`config.mk`:
```
export PLATFORM = sky130hd
export DESIGN_NAME = tlb_lru_lookup_fill_core
export DESIGN_NICKNAME = d
export VERILOG_FILES = /design/src/design/tlblru_pkg.sv /design/src/design/tlb_lru_lookup_fill_core.sv /design/src/design/tlblru_ctrl.sv /design/src/design/tlblru_datapath.sv
export SDC_FILE = /design/constraint.sdc
export NUM_CORES = 2
export LEC_CHECK = 0
export ABC_CLOCK_PERIOD_IN_PS = 8300
export BUFFER_PORTS_ARGS = -buffer_cell sky130_fd_sc_hd__buf_4
export CELL_PAD_IN_SITES_DETAIL_PLACEMENT = 0
export CELL_PAD_IN_SITES_GLOBAL_PLACEMENT = 1
export CORE_MARGIN = 5
export CORE_UTILIZATION = 25
export CTS_CLUSTER_DIAMETER = 40
export DETAILED_ROUTE_END_ITERATION = 10
export GPL_TIMING_DRIVEN = 0
export HOLD_SLACK_MARGIN = 0.05
export PLACE_DENSITY_LB_ADDON = 0.2
export REMOVE_ABC_BUFFERS = 1
export SYNTH_ARGS = -nofsm -noshare
export SYNTH_HDL_FRONTEND = slang
export SYNTH_SLANG_ARGS = --single-unit
export TNS_END_PERCENT = 5
```
`constraint.sdc`:
```
create_clock -name clock -period 8.3 [get_ports clock]
set_input_delay 1.245 -clock clock [delete_from_list [all_inputs] [get_ports clock]]
set_output_delay 1.245 -clock clock [all_outputs]
set_load 0.01 [all_outputs]
```
`src/design/tlblru_pkg.sv`:
```
// Shared constants and types for the fully associative LRU TLB.
// Used by the controller, the datapath and the top level; depends on nothing.
package tlblru_pkg;

   localparam int ENTRIES    = 64;
   localparam int PAGE_BITS  = 20;
   localparam int FRAME_BITS = 8;
   localparam int IDX_BITS   = $clog2(ENTRIES);
   localparam int AGE_BITS   = IDX_BITS;
   localparam int COUNT_BITS = $clog2(ENTRIES + 1);

   localparam logic CMD_LOOKUP = 1'b0;
   localparam logic CMD_FILL   = 1'b1;

   typedef logic [ENTRIES-1:0]    entry_vec_type;
   typedef logic [IDX_BITS-1:0]   idx_type;
   typedef logic [AGE_BITS-1:0]   age_type;
   typedef logic [PAGE_BITS-1:0]  page_type;
   typedef logic [FRAME_BITS-1:0] frame_type;
   typedef logic [COUNT_BITS-1:0] count_type;

   typedef struct packed {
      logic capture;
      logic match;
      logic update;
   } ctrl_cmd_type;

endpackage

```
`src/design/tlb_lru_lookup_fill_core.sv`:
```
// Top level of the 64-entry fully associative TLB with true LRU replacement.
// Instantiates tlblru_ctrl and tlblru_datapath; depends on tlblru_pkg.
//
//   Channel   Direction  Handshake            Payload
//   req_      in         req_valid/req_stall  req_cmd, req_page, req_frame
//   rsp_      out        rsp_valid/rsp_stall  rsp_hit, rsp_frame_out, rsp_slot,
//                                             rsp_evicted, rsp_evicted_page
//
// Each request runs a parallel page match over all entries, then
// the rank and entry update that also loads the response register.
// A new request is accepted during the update cycle while responses are taken,
// so its match overlaps the presentation of the previous response.
// Reset is synchronous and clears the valid bits, ranks and fill count at once.
// A stalled response holds the update; a request may still be accepted and matched.
module tlb_lru_lookup_fill_core (
   input  logic                              clock,
   input  logic                              reset,
   input  logic                              req_valid,
   output logic                              req_stall,
   input  logic                              req_cmd,
   input  logic [tlblru_pkg::PAGE_BITS-1:0]  req_page,
   input  logic [tlblru_pkg::FRAME_BITS-1:0] req_frame,
   output logic                              rsp_valid,
   input  logic                              rsp_stall,
   output logic                              rsp_hit,
   output logic [tlblru_pkg::FRAME_BITS-1:0] rsp_frame_out,
   output logic [tlblru_pkg::IDX_BITS-1:0]   rsp_slot,
   output logic                              rsp_evicted,
   output logic [tlblru_pkg::PAGE_BITS-1:0]  rsp_evicted_page
);

   tlblru_pkg::ctrl_cmd_type cmd;

   tlblru_ctrl u_ctrl (
      .clock     (clock),
      .reset     (reset),
      .req_valid (req_valid),
      .req_stall (req_stall),
      .rsp_valid (rsp_valid),
      .rsp_stall (rsp_stall),
      .cmd       (cmd)
   );

   tlblru_datapath u_datapath (
      .clock            (clock),
      .reset            (reset),
      .cmd              (cmd),
      .req_cmd          (req_cmd),
      .req_page         (req_page),
      .req_frame        (req_frame),
      .rsp_hit          (rsp_hit),
      .rsp_frame_out    (rsp_frame_out),
      .rsp_slot         (rsp_slot),
      .rsp_evicted      (rsp_evicted),
      .rsp_evicted_page (rsp_evicted_page)
   );

endmodule

```
`src/design/tlblru_ctrl.sv`:
```
// Sequencer for the TLB: accepts a request, runs the match and update steps
// and owns the response valid flag. Depends on tlblru_pkg.
module tlblru_ctrl (
   input  logic                      clock,
   input  logic                      reset,
   input  logic                      req_valid,
   output logic                      req_stall,
   output logic                      rsp_valid,
   input  logic                      rsp_stall,
   output tlblru_pkg::ctrl_cmd_type  cmd
);

   localparam logic [1:0] ST_IDLE   = 2'd0;
   localparam logic [1:0] ST_MATCH  = 2'd1;
   localparam logic [1:0] ST_UPDATE = 2'd2;

   logic [1:0] state_ff;
   logic [1:0] state_in;
   logic       rsp_valid_ff;
   logic       rsp_valid_in;
   logic       out_free;
   logic       take_req;

   assign out_free  = !rsp_valid_ff || !rsp_stall;
   assign req_stall = !((state_ff == ST_IDLE) || ((state_ff == ST_UPDATE) && out_free));
   assign take_req  = req_valid && !req_stall;
   assign rsp_valid = rsp_valid_ff;

   always_comb begin
      cmd.capture = take_req;
      cmd.match   = 1'b0;
      cmd.update  = 1'b0;
      state_in    = state_ff;
      case (state_ff)
         ST_IDLE: begin
            if (take_req) begin
               state_in = ST_MATCH;
            end
         end
         ST_MATCH: begin
            cmd.match = 1'b1;
            state_in  = ST_UPDATE;
         end
         ST_UPDATE: begin
            if (out_free) begin
               cmd.update = 1'b1;
               state_in   = take_req ? ST_MATCH : ST_IDLE;
            end
         end
         default: begin
            state_in = ST_IDLE;
         end
      endcase
   end

   always_comb begin
      rsp_valid_in = rsp_valid_ff;
      if (cmd.update) begin
         rsp_valid_in = 1'b1;
      end else if (!rsp_stall) begin
         rsp_valid_in = 1'b0;
      end
   end

   always_ff @(posedge clock) begin
      if (reset) begin
         state_ff     <= ST_IDLE;
         rsp_valid_ff <= 1'b0;
      end else begin
         state_ff     <= state_in;
         rsp_valid_ff <= rsp_valid_in;
      end
   end

   // A match step is always followed by its update step.
   assert property (@(posedge clock) disable iff (reset)
      state_ff == ST_MATCH |=> state_ff == ST_UPDATE)
      else $error("match step not followed by update");

   // An update always presents a response in the next cycle.
   assert property (@(posedge clock) disable iff (reset)
      cmd.update |=> rsp_valid_ff)
      else $error("update did not produce a response");

   // An update waits while the previous response is still held.
   assert property (@(posedge clock) disable iff (reset)
      (state_ff == ST_UPDATE) && !out_free |=> (state_ff == ST_UPDATE) && !$past(cmd.update))
      else $error("update overran a held response");

endmodule

```
`src/design/tlblru_datapath.sv`:
```
// Entry storage, parallel page match, LRU rank update and response registers
// of the TLB. Driven by commands from tlblru_ctrl; depends on tlblru_pkg.
module tlblru_datapath (
   input  logic                          clock,
   input  logic                          reset,
   input  tlblru_pkg::ctrl_cmd_type      cmd,
   input  logic                          req_cmd,
   input  logic [tlblru_pkg::PAGE_BITS-1:0]  req_page,
   input  logic [tlblru_pkg::FRAME_BITS-1:0] req_frame,
   output logic                          rsp_hit,
   output logic [tlblru_pkg::FRAME_BITS-1:0] rsp_frame_out,
   output logic [tlblru_pkg::IDX_BITS-1:0]   rsp_slot,
   output logic                          rsp_evicted,
   output logic [tlblru_pkg::PAGE_BITS-1:0]  rsp_evicted_page
);

   tlblru_pkg::entry_vec_type valid_ff;
   tlblru_pkg::page_type      page_ff [tlblru_pkg::ENTRIES];
   tlblru_pkg::frame_type     frame_ff [tlblru_pkg::ENTRIES];
   tlblru_pkg::age_type       age_ff [tlblru_pkg::ENTRIES];
   tlblru_pkg::count_type     used_count_ff;

   logic                      req_cmd_ff;
   tlblru_pkg::page_type      req_page_ff;
   tlblru_pkg::frame_type     req_frame_ff;

   tlblru_pkg::entry_vec_type tgt_ff;
   tlblru_pkg::entry_vec_type tgt_in;
   logic                      hit_ff;
   logic                      full_ff;

   logic                      rsp_hit_ff;
   tlblru_pkg::frame_type     rsp_frame_ff;
   tlblru_pkg::idx_type       rsp_slot_ff;
   logic                      rsp_evicted_ff;
   tlblru_pkg::page_type      rsp_evicted_page_ff;

   tlblru_pkg::entry_vec_type match_vec;
   tlblru_pkg::entry_vec_type free_vec;
   tlblru_pkg::entry_vec_type free_low;
   tlblru_pkg::entry_vec_type vic_vec;
   tlblru_pkg::entry_vec_type vic_low;
   logic                      full;

   tlblru_pkg::idx_type       idx;
   tlblru_pkg::age_type       old_age;
   tlblru_pkg::page_type      old_page;
   tlblru_pkg::frame_type     old_frame;
   tlblru_pkg::age_type       top_age;
   logic                      do_write;
   logic                      do_touch;
   logic                      do_add;
   logic                      evict;

   // Match step: compare every entry and pick the entry that the update will use.
   always_comb begin
      for (int i = 0; i < tlblru_pkg::ENTRIES; i++) begin
         match_vec[i] = valid_ff[i] && (page_ff[i] == req_page_ff);
         vic_vec[i]   = valid_ff[i] && (age_ff[i] == '0);
      end
      free_vec = ~valid_ff;
      free_low = free_vec & (~free_vec + tlblru_pkg::entry_vec_type'(1));
      vic_low  = vic_vec & (~vic_vec + tlblru_pkg::entry_vec_type'(1));
      if (vic_low == '0) begin
         vic_low = tlblru_pkg::entry_vec_type'(1);
      end
      full = (used_count_ff == tlblru_pkg::COUNT_BITS'(tlblru_pkg::ENTRIES));
      if (match_vec != '0) begin
         tgt_in = match_vec;
      end else if (full) begin
         tgt_in = vic_low;
      end else begin
         tgt_in = free_low;
      end
   end

   // Update step: decode the chosen entry and read its old contents.
   always_comb begin
      idx       = '0;
      old_age   = '0;
      old_page  = '0;
      old_frame = '0;
      for (int i = 0; i < tlblru_pkg::ENTRIES; i++) begin
         if (tgt_ff[i]) begin
            idx       = idx | tlblru_pkg::IDX_BITS'(i);
            old_age   = old_age | age_ff[i];
            old_page  = old_page | page_ff[i];
            old_frame = old_frame | frame_ff[i];
         end
      end
      do_write = hit_ff || (req_cmd_ff == tlblru_pkg::CMD_FILL);
      evict    = !hit_ff && (req_cmd_ff == tlblru_pkg::CMD_FILL) && full_ff;
      do_add   = !hit_ff && (req_cmd_ff == tlblru_pkg::CMD_FILL) && !full_ff;
      do_touch = hit_ff || evict;
      if (do_add) begin
         top_age = tlblru_pkg::AGE_BITS'(used_count_ff);
      end else begin
         top_age = tlblru_pkg::AGE_BITS'(used_count_ff - tlblru_pkg::count_type'(1));
      end
   end

   always_ff @(posedge clock) begin
      if (cmd.capture) begin
         req_cmd_ff   <= req_cmd;
         req_page_ff  <= req_page;
         req_frame_ff <= req_frame;
      end
      if (cmd.match) begin
         tgt_ff  <= tgt_in;
         hit_ff  <= (match_vec != '0);
         full_ff <= full;
      end
      if (cmd.update) begin
         rsp_hit_ff          <= hit_ff;
         rsp_frame_ff        <= hit_ff ? old_frame : '0;
         rsp_slot_ff         <= do_write ? idx : '0;
         rsp_evicted_ff      <= evict;
         rsp_evicted_page_ff <= evict ? old_page : '0;
      end
      for (int i = 0; i < tlblru_pkg::ENTRIES; i++) begin
         if (cmd.update && (req_cmd_ff == tlblru_pkg::CMD_FILL) && tgt_ff[i]) begin
            page_ff[i]  <= req_page_ff;
            frame_ff[i] <= req_frame_ff;
         end
      end
   end

   always_ff @(posedge clock) begin
      if (reset) begin
         valid_ff      <= '0;
         used_count_ff <= '0;
         for (int i = 0; i < tlblru_pkg::ENTRIES; i++) begin
            age_ff[i] <= '0;
         end
      end else if (cmd.update && do_write) begin
         if (do_add) begin
            used_count_ff <= used_count_ff + tlblru_pkg::count_type'(1);
         end
         for (int i = 0; i < tlblru_pkg::ENTRIES; i++) begin
            if (tgt_ff[i]) begin
               valid_ff[i] <= 1'b1;
               age_ff[i]   <= top_age;
            end else if (do_touch && valid_ff[i] && (age_ff[i] > old_age)) begin
               age_ff[i] <= age_ff[i] - tlblru_pkg::age_type'(1);
            end
         end
      end
   end

   assign rsp_hit          = rsp_hit_ff;
   assign rsp_frame_out    = rsp_frame_ff;
   assign rsp_slot         = rsp_slot_ff;
   assign rsp_evicted      = rsp_evicted_ff;
   assign rsp_evicted_page = rsp_evicted_page_ff;

   // A fill never creates a second copy of a page.
   assert property (@(posedge clock) disable iff (reset)
      $onehot0(match_vec))
      else $error("page present in more than one entry");

   // Every write goes to exactly one entry.
   assert property (@(posedge clock) disable iff (reset)
      cmd.update && do_write |-> $onehot(tgt_ff))
      else $error("write target is not a single entry");

   // The fill count never exceeds the table size.
   assert property (@(posedge clock) disable iff (reset)
      used_count_ff <= tlblru_pkg::COUNT_BITS'(tlblru_pkg::ENTRIES))
      else $error("fill count beyond table size");

endmodule
```
; After elaboration in Yosys (flattened, before gate mapping)
; Memory sizes are Yosys's and may differ from the RTL's.
; Index checks and enable logic that the tools add are counted.
; W data, S select, Z words.
[classes]
muxes = 1306
order_cmp = 64
eq_ne = 70
add_sub_neg = 68
bitwise_logic = 322
reduce_logical = 535
[ops]
columns = cell, count
row1 = $mux W6, 225
row2 = $eq A20 B20 Y1, 64
row3 = $mux W20, 64
row4 = $or A20 B20 Y20, 63
row5 = $mux W1, 907
row6 = $mux W8, 64
row7 = $or A8 B8 Y8, 63
row8 = $sub A6 B1 Y6 const B, 65
row9 = $gt A6 B6 Y1, 64
row10 = $logic_not A6 Y1, 64
row11 = $mux W64, 6
row12 = $or A6 B6 Y6, 63
row13 = $logic_and A1 B1 Y1, 327
row14 = $not A64 Y64, 3
row15 = $reduce_and A2 Y1, 66
row16 = $reduce_bool A2 Y1, 66
row17 = $add A64 B1 Y64 const B, 2
row18 = $and A64 B64 Y64, 2
row19 = $or A1 B1 Y1, 128
row20 = $mux W5, 16
row21 = $logic_not A64 Y1, 1
row22 = $reduce_bool A64 Y1, 1
row23 = $mux W7, 5
row24 = $mux W4, 8
row25 = other kinds (11), 28
[totals]
out_inout_bits = 38
register_bits = 205
ram_bits = 2176
word_cells = 2446
input_bits = 33
memories = 3
[memory_table]
columns = name, depth, width, read_ports, rd_ports_with_merged_regs, wr, line_no
row1 = u_datapath.page_ff, 64, 20, 64, 0, 64, tlblru_datapath.sv:18  ; tlblru_pkg::page_type page_ff [tlblru_pkg::ENTRIES];
row2 = u_datapath.frame_ff, 64, 8, 64, 0, 64, tlblru_datapath.sv:19  ; tlblru_pkg::frame_type frame_ff [tlblru_pkg::ENTRIES];
row3 = u_datapath.age_ff, 64, 6, 64, 0, 64, tlblru_datapath.sv:20  ; tlblru_pkg::age_type age_ff [tlblru_pkg::ENTRIES];

; Depth between registers and ports, before layout
; An unclocked memory read counts as a cell.
[logic_depth]
word_depth = 136
mapped_depth = 16
mapped_depth_nobuf = 13

; Hierarchy
; From an unflattened synthesis, not the netlist that was laid out.
[hier_totals]
hier_cells = 9238
area_unflattened_um2 = 119729.8
[by_module_without_submodules]
columns = module, seq_area_each_um2, area_each_um2, n_inst, cells_each
row1 = tlblru_datapath, 70697.8, 119563.4, 1, 9220
row2 = tlblru_ctrl, 60.1, 166.4, 1, 18

; Least setup slack after synthesis
; No wires, ideal clock.
[synth_path]
path_kind = reg2reg
from = register u_datapath.tgt_ff[59]
to = memory u_datapath.age_ff[1][13] (netlist bit) (data pin)
t_required_ns = 8.160
arrival_ns = 8.975
path_slack_ns = -0.815
path_stages_with_launch = 15
period_less_slack_ns = 9.115
path_buffers = 4
setup_time_ns = 0.140
path_cell_list = edfxtp_1 -> clkbuf_1 -> buf_1 -> buf_1 -> a221oi_1 -> nand4_1 -> nor4_1 -> ha_1 -> a21o_1 -> a21oi_1 -> nor2b_1 -> o311ai_0 -> clkbuf_1 -> mux2_2 -> nor2_1
[synth_rtl]
columns = element, line_no
row1 = "start, declared", tlblru_datapath.sv:27  ; tlblru_pkg::entry_vec_type tgt_ff;
row2 = "start signal, assigned", tlblru_datapath.sv:109  ; tgt_ff <= tgt_in;
row3 = "end, declared", tlblru_datapath.sv:20

==> key figures <==
Run status
  • Run status: finished with violations
  • Failing checks: capacitance limit, slew limit

Clock network
  • Htree depth: 5
  • Clock-pin slew on the worst setup and hold paths: 0.06 ns
  • Worst-skew pair later-pin latency: 1.11 ns
  • Number of gates given a new drive strength after cts: 0
  • Post-CTS Setup Bufs: 0
  • Number of hold buffers added after CTS: 0
  • Clock Tree Root: clkbuf_16
  • Number of sinks on the clock net: 2381
  • Max Buffers Root-to-Sink: 4
  • Clock tree from TritonCTS: done
  • Clock buffers created by TritonCTS: 447

Worst setup path
  • CP Launch Type: register
  • Setup Crit Path Kind: reg2reg
  • Critical path buffer and inverter count: 6
  • Maximum fanout along the worst path: 7
  • Largest delay contributor family on the critical path: compound AO/OA/AOI/OAI gates
  • Crit path largest cell delay: 1.14 ns
  • Launching instance or port of the critical path: u_datapath.tgt_ff[55]
  • Crit path capture type: register
  • Most frequent CP cell: buf_4
  • Cell-by-cell trace of the critical path: buf_16 -> a22o_1 -> a221oi_1 -> nand4_1 -> nor4_2 -> buf_4 -> buf_4 -> buf_4 -> buf_4 -> buf_4 -> ha_1 -> a21o_1 -> a21oi_1 -> nor2b_1 -> o311ai_1 -> nand2_1
  • Cell with the biggest individual delay on the critical path: a221oi_1
  • Worst Path Required: 8.92 ns
  • Beginning of the worst register-to-register path: u_datapath.tgt_ff[55]
  • WP data arrival: 7.35 ns

Yosys
  • Number of enable flip-flop cells after synthesis: 2307
  • Synth Area in Adders: 4.69%
  • Async S/R FF share, synth: 0%
  • Post-Synth XOR/XNOR Area: 11.3%
  • Main combinational cell family by area after synthesis: compound AO/OA/AOI/OAI gates
  • Post-synthesis cell count: 9323
  • Post-Synth Simple-Gate Area: 9.40%
  • Number of synthesis warnings: 0
  • Avg Cell Area, Syn: 12.9 sq um
  • Synth Area in Compound Gates: 12.7%
  • Register area share after synthesis: 59.0%
  • Multiplexer fraction of the synthesized cell area: 0.412%
  • Cell area after synthesis: 0.120 sq mm
  • Post-synth cell types: 71
  • Count of state elements after synthesis: 2381
  • Post-synth top flop: edfxtp_1

Timing
  • Relative max-transition margin: -19.5%
  • FMAX: 149 MHz
  • Actual transition at the worst max-transition pin: 1.78 ns
  • Number of slew-limit violations in the final report: 34
  • Shortest period the worst path allows: 6.73 ns
  • Worst-case clock skew: 0.139 ns
  • Post-route setup TNS: 0 ns
  • RSZ-0062 raised after global routing: false
  • Final count of negative-setup-slack endpoints: 0
  • Share of the clock period used by the worst path after layout: 81.1%
  • Worst-case hold slack: 0.369 ns
  • Final count of hold timing violations: 0

Floorplan
  • Height of the chip: 703 um
  • Die area: 0.494 sq mm
  • Number of top-level design ports: 71
  • Number of placement rows: 254
  • Core area: 0.479 sq mm
  • Width of the die: 703 um
  • Starting density of the core: 25.1%

Global route
  • GRT Residual Overflow: 0
  • Largest net degree at the start of global routing: 93
  • Global-route wire length before repair: 991 mm
  • Number of antenna violations at the first check in global routing: 77
  • Number of global-route vias before repair: 92013
  • Overall Global Routing Usage: 30.6%

Power
  • Areal power density over the cells: 227 mW/mm^2
  • Static leakage: 54.8 nW
  • Peak supply drop: 0.000178 V

Cells and area
  • Post-layout net count: 10503
  • Highest-count cells in the layout ignoring fill and taps: edfxtp_1 (2307), xnor2_1 (1195), nor2_1 (528), a221oi_1 (528), a22o_1 (504)
  • Fraction of final layout cells sized beyond drive strength 1: 16.7%
  • Most common cell after layout, fill and taps aside: edfxtp_1
  • Fin util: 33.2%
  • Count of filler cells inserted in the layout: 46977
  • Post-route cell area: 0.159 sq mm
  • Area growth from synthesis to final layout: 32.3%

Routing
  • Routed length per placed instance: 46.6 um
  • Count of TritonRoute iterations in the first routing pass: 6
  • Number of remaining DRC errors: 0
  • Total Wirelength: 786 mm
  • Routed Antenna Nets: 0
  • Average vias per placed instance: 5.98
  • Iteration-0 DRC Markers: 16816
  • Routed via count: 100788

Placement
  • Count of buffers inserted at the top-level ports: 70
  • Placed instance area: 0.143 sq mm
  • Placer Congestion: 1.03
  • HPWL after detailed placement: 627 mm

Flow run
  • Max-cap violations: 15

Worst hold path
  • Worst Hold Launch: req_frame[0]
  • HP Class: in2reg
==> synth_stat cells, types with 106 or more instances <==
cell | count | area (sq um)
a211oi_1 | 106 | 796
a21oi_1 | 239 | 1200
a221oi_1 | 532 | 4660
a22o_1 | 504 | 4410
and3_1 | 112 | 701
buf_1 | 137 | 514
clkbuf_1 | 350 | 1310
edfxtp_1 | 2307 | 69300
ha_1 | 450 | 5630
inv_1 | 219 | 822
nand2_1 | 256 | 961
nand3_1 | 184 | 921
nand4_1 | 488 | 3050
nor2_1 | 531 | 1990
nor3_1 | 106 | 531
nor4_1 | 188 | 1180
o21ai_0 | 126 | 631
o22ai_1 | 180 | 1130
xnor2_1 | 1201 | 10500
xor2_1 | 348 | 3050
==> final cells by class <==
cell class	count	area, sq um	share of cell area, %
Tap cell	6400	8010	5.04
Antenna cell	46	115	0.0725
Clock buffer	511	11700	7.34
Multi-Input combinational cell	6156	46900	29.5
Clock inverter	329	3680	2.32
Sequential cell	2381	70800	44.5
Timing Repair Buffer	815	16900	10.6
Inverter	219	827	0.521
==> report_power, final <==
part	switching [mW]	internal, mW	total, mW	leakage [nW]
clock	6.95	12.0	19.0	7.37
sequential	0.497	13.5	13.9	21.9
combinational	1.93	1.18	3.12	25.6
total	9.38	26.7	36.1	54.8
==> cells by family after synthesis <==
family | after synthesis
fa+ha+maj | 450
flops | 2381
buf+inv | 786
compound gates | 1991
simple gates | 2122
xor+xnor | 1549
mux | 44
==> sequential cells by signal, indices dropped and copies added, names as in the netlist, 8 cells and up <==
register                     flops
u_datapath.age_ff              384
u_datapath.frame_ff            512
u_datapath.page_ff            1280
u_datapath.req_frame_ff          8
u_datapath.req_page_ff          20
u_datapath.rsp_evicted_page     20
u_datapath.rsp_frame_out         8
u_datapath.tgt_ff               64
u_datapath.valid_ff             64
==> path summary, 6_finish.rpt <==
path	end	slack, ns	cells after the start
worst max-delay path	u_datapath.age_ff[0][33]	1.57	16
worst min-delay path	u_datapath.req_frame_ff[0]	0.37	1
worst max register to register	u_datapath.age_ff[0][33]	1.57	16
worst min register to register	u_ctrl.rsp_valid	0.51	2
==> layer usage <==
metal | global-route usage [%] | up-vias | routed length [um] | share of wire [%]
met3 | 9.88 | 1838 | 90200 | 11
li1 | - | 38453 | - | -
met2 | 44.3 | 7805 | 326000 | 42
met5 | 0 | - | 414 | 0.053
met1 | 38.1 | 52668 | 297000 | 38
met4 | 22.7 | 24 | 72000 | 9.2
==> stage by stage <==
step / setup WS, ns / power, mW / cells
after global routing: 1.40 / 36.7 / 16812
after detailed placement: 1.81 / 17.2 / 15964
final: 1.57 / 36.1 / 16857
after global placement: -19.21 / 16.7 / 15226
after CTS: 1.75 / 36.0 / 16804
after floorplan: -1.44 / 15.1 / 8756
(Power assumes the default switching activity.)
